===== config.mk =====
export PLATFORM = sky130hd
export DESIGN_NAME = pff_sqrt
export DESIGN_NICKNAME = d
export VERILOG_FILES = /design/src/rtl/pff_pkg.sv /design/src/rtl/pff_sqrt.sv
export SDC_FILE = /design/constraint.sdc
export NUM_CORES = 2
export LEC_CHECK = 0
export BUFFER_PORTS_ARGS = -buffer_cell sky130_fd_sc_hd__buf_2
export CORE_AREA = 2 2 416 418
export CTS_CLUSTER_SIZE = 40
export DETAILED_ROUTE_END_ITERATION = 10
export DIE_AREA = 0 0 418 420
export PLACE_DENSITY_LB_ADDON = 0.05
export SYNTH_ARGS = -nofsm -noshare
export SYNTH_HDL_FRONTEND = slang
export SYNTH_SLANG_ARGS = --single-unit

===== constraint.sdc =====
create_clock -name clk -period 3.7 [get_ports clk]
set_input_delay 0.185 -clock clk [delete_from_list [all_inputs] [get_ports clk]]
set_output_delay 0.185 -clock clk [all_outputs]
set_load 0.1 [all_outputs]

===== src/rtl/pff_pkg.sv =====
// ----------------------------------------------------------------------------
// pff_pkg
// Shared constants for the potential field force vector core: default word
// format, register map codes and register reset values in whole units.
// ----------------------------------------------------------------------------
`default_nettype none

package pff_pkg;

  localparam int WORD_BITS_DEF = 32;
  localparam int FRAC_BITS_DEF = 16;

  localparam int NUM_REGS  = 5;
  localparam int REG_IDX_W = $clog2(NUM_REGS);

  localparam logic [REG_IDX_W-1:0] REG_ATTRACT   = REG_IDX_W'(0);
  localparam logic [REG_IDX_W-1:0] REG_YAW       = REG_IDX_W'(1);
  localparam logic [REG_IDX_W-1:0] REG_REPEL     = REG_IDX_W'(2);
  localparam logic [REG_IDX_W-1:0] REG_INFLUENCE = REG_IDX_W'(3);
  localparam logic [REG_IDX_W-1:0] REG_RADIUS    = REG_IDX_W'(4);

  // reset values in whole units; body radius resets to half a unit
  localparam int ATTRACT_UNITS   = 5;
  localparam int YAW_UNITS       = 5;
  localparam int REPEL_UNITS     = 8;
  localparam int INFLUENCE_UNITS = 6;

endpackage

`default_nettype wire


===== src/rtl/pff_sqrt.sv =====
// ----------------------------------------------------------------------------
// pff_sqrt
// Pipelined integer square root, one root bit per stage, W stages.
// ----------------------------------------------------------------------------
`default_nettype none

module pff_sqrt #(
  parameter int W = pff_pkg::WORD_BITS_DEF
) (
  input  logic           clk,
  input  logic [2*W-1:0] sum,
  output logic [W-1:0]   root
);

  logic [2*W:0] rem_q  [W];
  logic [W-1:0] root_q [W];

  for (genvar k = 0; k < W; k++) begin : g_stage
    localparam int I = W - 1 - k;
    logic [2*W:0] rem_in;
    logic [2*W:0] trial;
    logic [W-1:0] root_in;

    if (k == 0) begin : g_first
      assign rem_in  = {1'b0, sum};
      assign root_in = '0;
    end else begin : g_next
      assign rem_in  = rem_q[k-1];
      assign root_in = root_q[k-1];
    end

    // (r + 2^i)^2 - r^2
    assign trial = ((2*W+1)'(root_in) << (I + 1)) + ((2*W+1)'(1) << (2 * I));

    always_ff @(posedge clk) begin
      if (rem_in >= trial) begin
        rem_q[k]  <= rem_in - trial;
        root_q[k] <= root_in | (W'(1) << I);
      end else begin
        rem_q[k]  <= rem_in;
        root_q[k] <= root_in;
      end
    end
  end

  assign root = root_q[W-1];

endmodule

`default_nettype wire


==> results.yml <==
setup_path:
  crit_chain: "or4_4, or4_1, or4_1, or3_1, nor4b_2, inv_2, a2111oi_4, buf_4, inv_2, mux2_1"
  arrival_ns: 4.39
  slowest_stage: "or4_4"
  crit_fanout: 5
  worstSetupEndpointType: "register"
  cp.required_ns: 4.43
  worstSetupStartpoint: "rem_q[1][182]"
  start_kind: "register"
  path_delay_family: "simple AND/OR/NAND/NOR gates"
  path_buf_inv: 3
  slowest_delay_ns: 0.52
  critPathKind: "register to register"
  r2r_start: "rem_q[1][182]"
floorplanning:
  die_w_um: 418
  die_height_um: 420
  die_area_um2: 175600
  start_util_pct: 56.84
  num_io_pins: 97
  rows: 152
  core_area_um2: 171000
clock_network:
  cts_tree: "built"
  htreeDepth: 4
  cts_buffers: 241
  cts.sink_count: 2543
  clkTransAtPathRegs_ns: 0.07
  clk_latency_ns: 0.91
  cts_buffer_depth: 3
  clock-root-buffer: "clkbuf_16"
synthesis:
  synthTopCellsByCount: "dfxtp_1, inv_1, nor2_1, a21oi_1, nand2_1"
  synth_cell_types: 91
  synth.most_common_cell: "dfxtp_1"
  ys.flop_type: "dfxtp_1"
  synth_fp_nets: 10440
  synth_warnings: 0
  synth.avg_cell_area_um2: 9.897
  synthTopCellsByArea: "dfxtp_1, ha_1, xor2_1"
  syn_area_um2: 97190
  synth_seq_cells: 2543
  synth_top_cell_by_area: "dfxtp_1"
  synth_top_cell_area_share_pct: 52.38
  synth_seq_area_share_pct: 52.38
  synth_edf_count: 0
  synthCells: 9820
  ys_async_sr_fraction_pct: 0
global_routing:
  antenna_found_initial: 12
  grtUsageMet1_pct: 39.24
  grtUsageMet3_pct: 4.332
  grtUsageTotal_pct: 28.91
  grt_pass1_vias: 70120
  use_met2_pct: 47.86
  grt_max_degree: 60
  grt_pass1_wl_um: 398200
  gr-total-overflow: 0
  grt_busiest_layer: "met2"
sta:
  rsz0062_at_grt: "yes"
  finalHoldViolCount: 0
  worst_slew_pin_slew_ns: 1.026
  setup_violations: 0
  period_needed_ns: 3.656
  clock_skew_ns: 0.07901
  slew_violations: 0
  slew_headroom_pct: 30.96
  max_freq_mhz: 273.5
  setup_tns_ns: 0
  finalCritPeriodShare_pct: 98.81
  layout_setup_ws_ns: 0.04410
pwr:
  switching_share_pct: 32.62
  clkPwrFrac_pct: 30.7
  p_sw_uw: 28320
  intPower_uw: 58490
  powerDensity_nw_per_um2: 773.0
  peakVddDrop_mv: 0.6395
  p_seq_share_pct: 45.5
  leakage_uw: 0.05113
  comb_power_share_pct: 23.8
routing:
  routed_via_density: 5.647
  drt-initial-drc-count: 5040
  drt_pass1_iterations: 6
  wire_per_inst_um: 20.29
  drt-total-wl_um: 259200
  postRouteAntennaNets: 0
  vias: 72160
  drc_errors: 0
flow_run:
  drv_cap: 0
placement:
  hpwl_um: 201100
  dp_cells: 12180
  io_buffers: 96
  pre_cts_ws_ns: -0.1395
  gp_congestion: 0.9213
layout:
  layout-drive-gt1-share_pct: 9.353
  fill_cells: 13670
  fin_cells: 12780
  area_delta_synth_final_pct: 15.54
  final_nets: 10950
worst_hold_path:
  hold_class: "primary input to register"
  min_from: "sum[62]"
run_status:
  status: "finished clean"
==> cells in the final DEF, fill, tap and decap left out, drive strengths merged, types with 47 or more instances in the layout <==
master       instances
inv                707
nor4               373
a21o               196
xnor2              443
mux2                72
buf                356
o21bai              50
a211oi              55
and2                47
clkbuf             336
dfxtp             2543
nand4              163
o21ai              440
a31oi               49
nand2b              96
nand2              580
nor2               672
ha                 558
or2                 53
o21a               100
nand3              163
nor3               282
dlygate4sd3        129
clkinv              61
xor2               462
o31ai               52
a21oi              609
nor2b               79
or3                127
or4                110
nor4b               68
==> through the flow <==
step                      hold slack, ns  total power (µW)  area [µm²]  utilization, %
after floorplan                   0.2127             52130       97190               -
after global placement            0.3017             59760      101700           59.51
after detailed placement          0.3022             60040      101700           59.51
after CTS                        0.04476             86830      112000           65.48
after global routing              0.1232             90990      112300           65.68
final                             0.1509             86800      112300           65.68
==> worst register-to-register path, cell delays in order, from the launching register on <==
cell and delay (ns):
dfxtp_1 0.37, or4_4 0.53, or4_1 0.43, or4_1 0.49, or3_1 0.37, nor4b_2 0.37
inv_2 0.08, a2111oi_4 0.35, buf_4 0.20, inv_2 0.04, mux2_1 0.32
==> final cells by class <==
class | instances | area, µm² | area share [%]
diodes | 3 | 7.507 | 0.006685
clock buffers | 336 | 6929 | 6.170
clock inverters | 118 | 1963 | 1.748
inverters | 705 | 2649 | 2.359
multi-input cells | 6354 | 43150 | 38.43
flip-flops and latches | 2543 | 50910 | 45.33
well taps | 2233 | 2794 | 2.488
repair buffers | 486 | 3894 | 3.467
==> metal layers <==
metal / routed length (µm) / vias to the layer above
met5: 16 / -
met4: 6518 / 2
met3: 13030 / 402
met2: 120600 / 1726
met1: 119000 / 34610
li1: - / 35430
==> sequential cells by signal (all words and copies together) (netlist names) <==
signal / count
rem_q: 2015
root_q: 528
==> power groups by stage <==
stage / logic (µW) / clock network [µW] / registers [µW]
after floorplan: 14900 / 0 / 37200
after global placement: 19900 / 0 / 39900
after detailed placement: 20100 / 0 / 39900
after CTS: 20400 / 27000 / 39400
after global routing: 22800 / 28200 / 40000
final: 20700 / 26600 / 39500
==> kinds of logic after synthesis <==
family	Yosys count	share of synthesized area, %
multiplexers	80	0.9166
AND/OR/NAND/NOR	2985	16.06
flip-flops	2543	52.38
XOR/XNOR	905	8.156
AO/OA/AOI/OAI	1825	11.70
buffers and inverters	924	3.602
adder cells (fa/ha/maj)	558	7.184
==> final timing paths <==
check                                endpoint  slack, ns  depth (start not counted)
worst min-delay path             rem_q[0][62]       0.15                          4
worst min register to register  rem_q[1][394]       0.32                          0
worst max-delay path            rem_q[1][234]       0.04                         10
worst max register to register  rem_q[1][234]       0.04                         10
==> repair_timing <==
action                                  in CTS  in global routing
pin swaps                                    0                  7
buffers inserted                             0                  9
hold endpoints to repair                    66                  0
hold buffers                               129                  0
gates cloned                                 0                  1
gates resized for setup                      6                 52
endpoints found under the setup margin      50                254
Note: power is estimated with default switching activity, not from simulation.
