[config.mk]
export PLATFORM = sky130hd
export DESIGN_NAME = pff_qmul
export DESIGN_NICKNAME = d
export VERILOG_FILES = /design/src/rtl/pff_pkg.sv /design/src/rtl/pff_qmul.sv
export SDC_FILE = /design/constraint.sdc
export NUM_CORES = 2
export LEC_CHECK = 0
export ABC_AREA = 1
export BUFFER_PORTS_ARGS = -buffer_cell sky130_fd_sc_hd__buf_2
export CAP_MARGIN = 20
export CORE_UTILIZATION = 35
export CTS_CLUSTER_DIAMETER = 80
export DETAILED_ROUTE_END_ITERATION = 10
export SYNTH_ARGS = -nofsm -noshare
export SYNTH_HDL_FRONTEND = slang
export SYNTH_SLANG_ARGS = --single-unit
[constraint.sdc]
create_clock -name clk -period 8.5 [get_ports clk]
set_input_delay 0 -clock clk [delete_from_list [all_inputs] [get_ports clk]]
set_output_delay 0 -clock clk [all_outputs]
set_load 0.005 [all_outputs]
[src/rtl/pff_pkg.sv]
// ----------------------------------------------------------------------------
// pff_pkg
// Shared constants for the potential field force vector core: default word
// format, register map codes and register reset values in whole units.
// ----------------------------------------------------------------------------
`default_nettype none

package pff_pkg;

  localparam int WORD_BITS_DEF = 32;
  localparam int FRAC_BITS_DEF = 16;

  localparam int NUM_REGS  = 5;
  localparam int REG_IDX_W = $clog2(NUM_REGS);

  localparam logic [REG_IDX_W-1:0] REG_ATTRACT   = REG_IDX_W'(0);
  localparam logic [REG_IDX_W-1:0] REG_YAW       = REG_IDX_W'(1);
  localparam logic [REG_IDX_W-1:0] REG_REPEL     = REG_IDX_W'(2);
  localparam logic [REG_IDX_W-1:0] REG_INFLUENCE = REG_IDX_W'(3);
  localparam logic [REG_IDX_W-1:0] REG_RADIUS    = REG_IDX_W'(4);

  // reset values in whole units; body radius resets to half a unit
  localparam int ATTRACT_UNITS   = 5;
  localparam int YAW_UNITS       = 5;
  localparam int REPEL_UNITS     = 8;
  localparam int INFLUENCE_UNITS = 6;

endpackage

`default_nettype wire

[src/rtl/pff_qmul.sv]
// ----------------------------------------------------------------------------
// pff_qmul
// Two-stage fixed-point multiply: magnitude times coefficient, round to
// nearest at the binary point, clip to the signed word, apply the sign.
// ----------------------------------------------------------------------------
`default_nettype none

module pff_qmul #(
  parameter int W = pff_pkg::WORD_BITS_DEF,
  parameter int F = pff_pkg::FRAC_BITS_DEF
) (
  input  logic                clk,
  input  logic [W:0]          mag,
  input  logic [W-2:0]        coef,
  input  logic                neg,
  input  logic                sat_in,
  output logic signed [W-1:0] res,
  output logic                sat
);

  localparam int PW = 2 * W;

  logic [PW-1:0] prod;
  logic          neg_q;
  logic          sat_q;
  logic [PW:0]   rnd;
  logic [PW:0]   shr;
  logic [W-1:0]  lim;
  logic          clip;
  logic [W-1:0]  mag_r;

  always_ff @(posedge clk) begin
    prod  <= PW'(mag) * PW'(coef);
    neg_q <= neg;
    sat_q <= sat_in;
  end

  always_comb begin
    rnd   = {1'b0, prod} + ((PW+1)'(1) << (F - 1));
    shr   = rnd >> F;
    lim   = neg_q ? {1'b1, {(W-1){1'b0}}} : {1'b0, {(W-1){1'b1}}};
    clip  = shr > (PW+1)'(lim);
    mag_r = clip ? lim : shr[W-1:0];
  end

  always_ff @(posedge clk) begin
    res <= neg_q ? (W'(0) - mag_r) : mag_r;
    sat <= sat_q | clip;
  end

endmodule

`default_nettype wire

==> impl_metrics.env <==
export IMPL_status="finished clean"
export IMPL_layout_drive_gt1_share_pct=4.30
export IMPL_worstPathMaxFanout=31
export IMPL_cts_sinks=84
export IMPL_crit_type="in2reg"
export IMPL_start_kind="primary input"
export IMPL_synth_edf_count=0
export IMPL_start_util_pct=35.3
export IMPL_clk_pin_slew_ns=0.06
export IMPL_crit_slowest_cell="buf_2"
export IMPL_postSynth_asyncResetShare_pct=0
export IMPL_skew_ns=0.00944
export IMPL_grtUsageTotal_pct=21.5
export IMPL_grt_pass1_vias=33557
export IMPL_post_synth_top_area_cell="fa_1"
export IMPL_firstDrtPassIters=5
export IMPL_yosysMostFrequentCell="inv_1"
export IMPL_worst_ep_arrival_time_ns=7.54
export IMPL_synthCells=5139
export IMPL_cp_top_family="adder cells"
export IMPL_synth_area_um2=39100
export IMPL_finalSetupTns_ns=0
export IMPL_hold_path_class="in2reg"
export IMPL_cts_root_buf="clkbuf_16"
export IMPL_timing_final_hold_violations=0
export IMPL_tightest_slew_ns=0.968
export IMPL_htreeDepth=3
export IMPL_diodes=0
export IMPL_crit_top_cell="fa_1"
export IMPL_setup_violations=0
export IMPL_maxCapViolCount=0
export IMPL_core_rowCount=122
export IMPL_clock_fmax_ghz=0.138
export IMPL_die_area_um2=113000
export IMPL_num_io_pins=100
export IMPL_ff2ff_setup_slack_ns=3.11
export IMPL_grt_max_degree=65
export IMPL_end_kind="register"
export IMPL_crit_buf_inv=7
export IMPL_chipWidth_um=336
export IMPL_synth_area_leaders="fa_1 (46%), inv_1 (14%), nand2_1 (13%), ha_1 (9.2%), dfxtp_1 (4.3%)"
export IMPL_period_share_pct=85.3
export IMPL_vias=31238
export IMPL_ys_warn_count=0
export IMPL_synth_commonest_cells="inv_1 (1508), nand2_1 (1379), fa_1 (894)"
export IMPL_synthesis_nets=6388
export IMPL_die_y_um=336
export IMPL_final_net_count=6314
export IMPL_cp_required_ns=8.79
export IMPL_fin_crit_ns=7.25
export IMPL_cpPeakStageDelay_ns=0.64
export IMPL_route_antenna_remaining_nets=0
export IMPL_area_delta_synth_final_pct=5.46
export IMPL_routed_via_density=4.76
export IMPL_yosysSeqAreaShare_pct=4.30
export IMPL_numCtsBuffers=9
export IMPL_clockBufferDepth=2
export IMPL_gp_congestion=0.957
export IMPL_slew_headroom_pct=35.5
export IMPL_cts_tree="yes"
export IMPL_antenna_found_initial=2
export IMPL_totalWireLength_um=118000
export IMPL_grt_pass1_wl_um=188000
export IMPL_final_util_pct=37.3
export IMPL_overflow=0
export IMPL_synthFlopType="dfxtp_1"
export IMPL_rsz0062_at_grt="false"
export IMPL_drc=0
export IMPL_yosysUniqueCellTypes=50
export IMPL_wl_per_cell_um=17.9
export IMPL_dp_hpwl_um=97600
export IMPL_clkLatencyLatePin_ns=0.36
export IMPL_drt_iter0_markers=1881
export IMPL_fillers=11613
export IMPL_synthDominantCellAreaShare_pct=45.8
export IMPL_io_buffers=99
export IMPL_synth_seq_cells=84
export IMPL_synth_avg_cell_area_um2=7.61
export IMPL_core_area_um2=111000
export IMPL_slew_viol_final=0
-- stage by stage --
step           hold WS (ns)  worst slack (ns)  cells  instance area (um^2)
2_1_floorplan        0.0277              1.96   5139                 39100
3_3_place_gp          0.105             0.988   6540                 40900
3_5_place_dp          0.105             0.893   6540                 40900
4_1_cts               0.283              1.26   6558                 41300
5_1_grt               0.293             0.808   6558                 41300
6_report              0.280              1.25   6558                 41300
-- cells by family after synthesis --
kind of cell / count (synthesis) / synth area share, %
compound gates: 254 / 3.70
xor+xnor: 87 / 1.95
fa+ha+maj: 1182 / 55.0
buf+inv: 1746 / 16.8
flops: 84 / 4.30
mux: 1 / 0.0288
simple gates: 1785 / 18.2
-- path summary, 6_finish.rpt --
| path | startpoint | endpoint | depth (start not counted) |
|---|---|---|---|
| min | sat_in | sat_q | 2 |
| max reg2reg | prod[18] | res[18] | 27 |
| min reg2reg | sat_q | sat | 1 |
| max | mag[11] | prod[52] | 27 |
-- repair_timing --
item / CTS / global route
hold buffers: 2 / 0
setup buffers: 0 / 0
resized for setup: 0 / 0
hold endpoints to repair: 2 / 0
-- registers in the layout, summed over array words and instances (netlist names) --
signal and flops:
res 32, sat 1, prod 49, neg_q 1
sat_q 1
-- placed cells by master, fill, tap and decap left out, drive strengths merged, types with 2 or more instances in the layout --
master       instances
buf                147
o21a                10
a41oi                3
xor2                52
a21oi              106
o31ai                4
clkbuf              10
dlygate4sd3          2
a21boi               2
xnor2               35
nor3                11
nand3              102
and3                 7
fa                 894
ha                 288
a21o                 6
o21ai               69
nor2               227
a31oi               34
dfxtp               84
nand4               26
clkinv               4
o21bai               6
o311ai               2
nand3b               4
nor4                 7
inv               1513
o211ai               5
nand2             1398
-- worst reg2reg max path, stage by stage, from the launching register on --
cell,delay [ns]
dfxtp_1,0.41
nand2_2,0.10
nor2_2,0.17
nand2_2,0.15
nor2_2,0.29
nand3_1,0.16
nor3_1,0.27
nand2_1,0.11
xor2_1,0.23
inv_1,0.08
ha_1,0.29
nand2_1,0.11
nor4_1,0.29
nand3_1,0.14
nor4_1,0.33
nand3_1,0.20
nand3_2,0.12
buf_4,0.47
nand2_1,0.13
inv_1,0.08
ha_1,0.19
nand3_1,0.13
nor2_1,0.25
nand3_2,0.13
nand2_4,0.13
nand2_1,0.09
o21ai_1,0.19
inv_1,0.06
-- cell type report --
| type | count | area (um^2) | share of cell area, % |
|---|---|---|---|
| multi-input cells | 3309 | 30800 | 74.8 |
| inverters | 1512 | 5680 | 13.8 |
| well taps | 1488 | 1860 | 4.51 |
| flip-flops and latches | 84 | 1680 | 4.08 |
| repair buffers | 149 | 876 | 2.12 |
| clock buffers | 10 | 239 | 0.579 |
| clock inverters | 6 | 70.1 | 0.170 |
-- routing by layer --
metal	wire length [um]	global-route usage (%)	vias up
li1	-	-	14380
met1	50700	29.0	15614
met2	55800	36.8	1098
met3	8860	2.70	142
met4	2140	4.00	4
met5	20	0	-
Power is left out: the tool's default activity adds up to more than one toggle a clock period on the data nets, which glitch-free logic cannot reach.
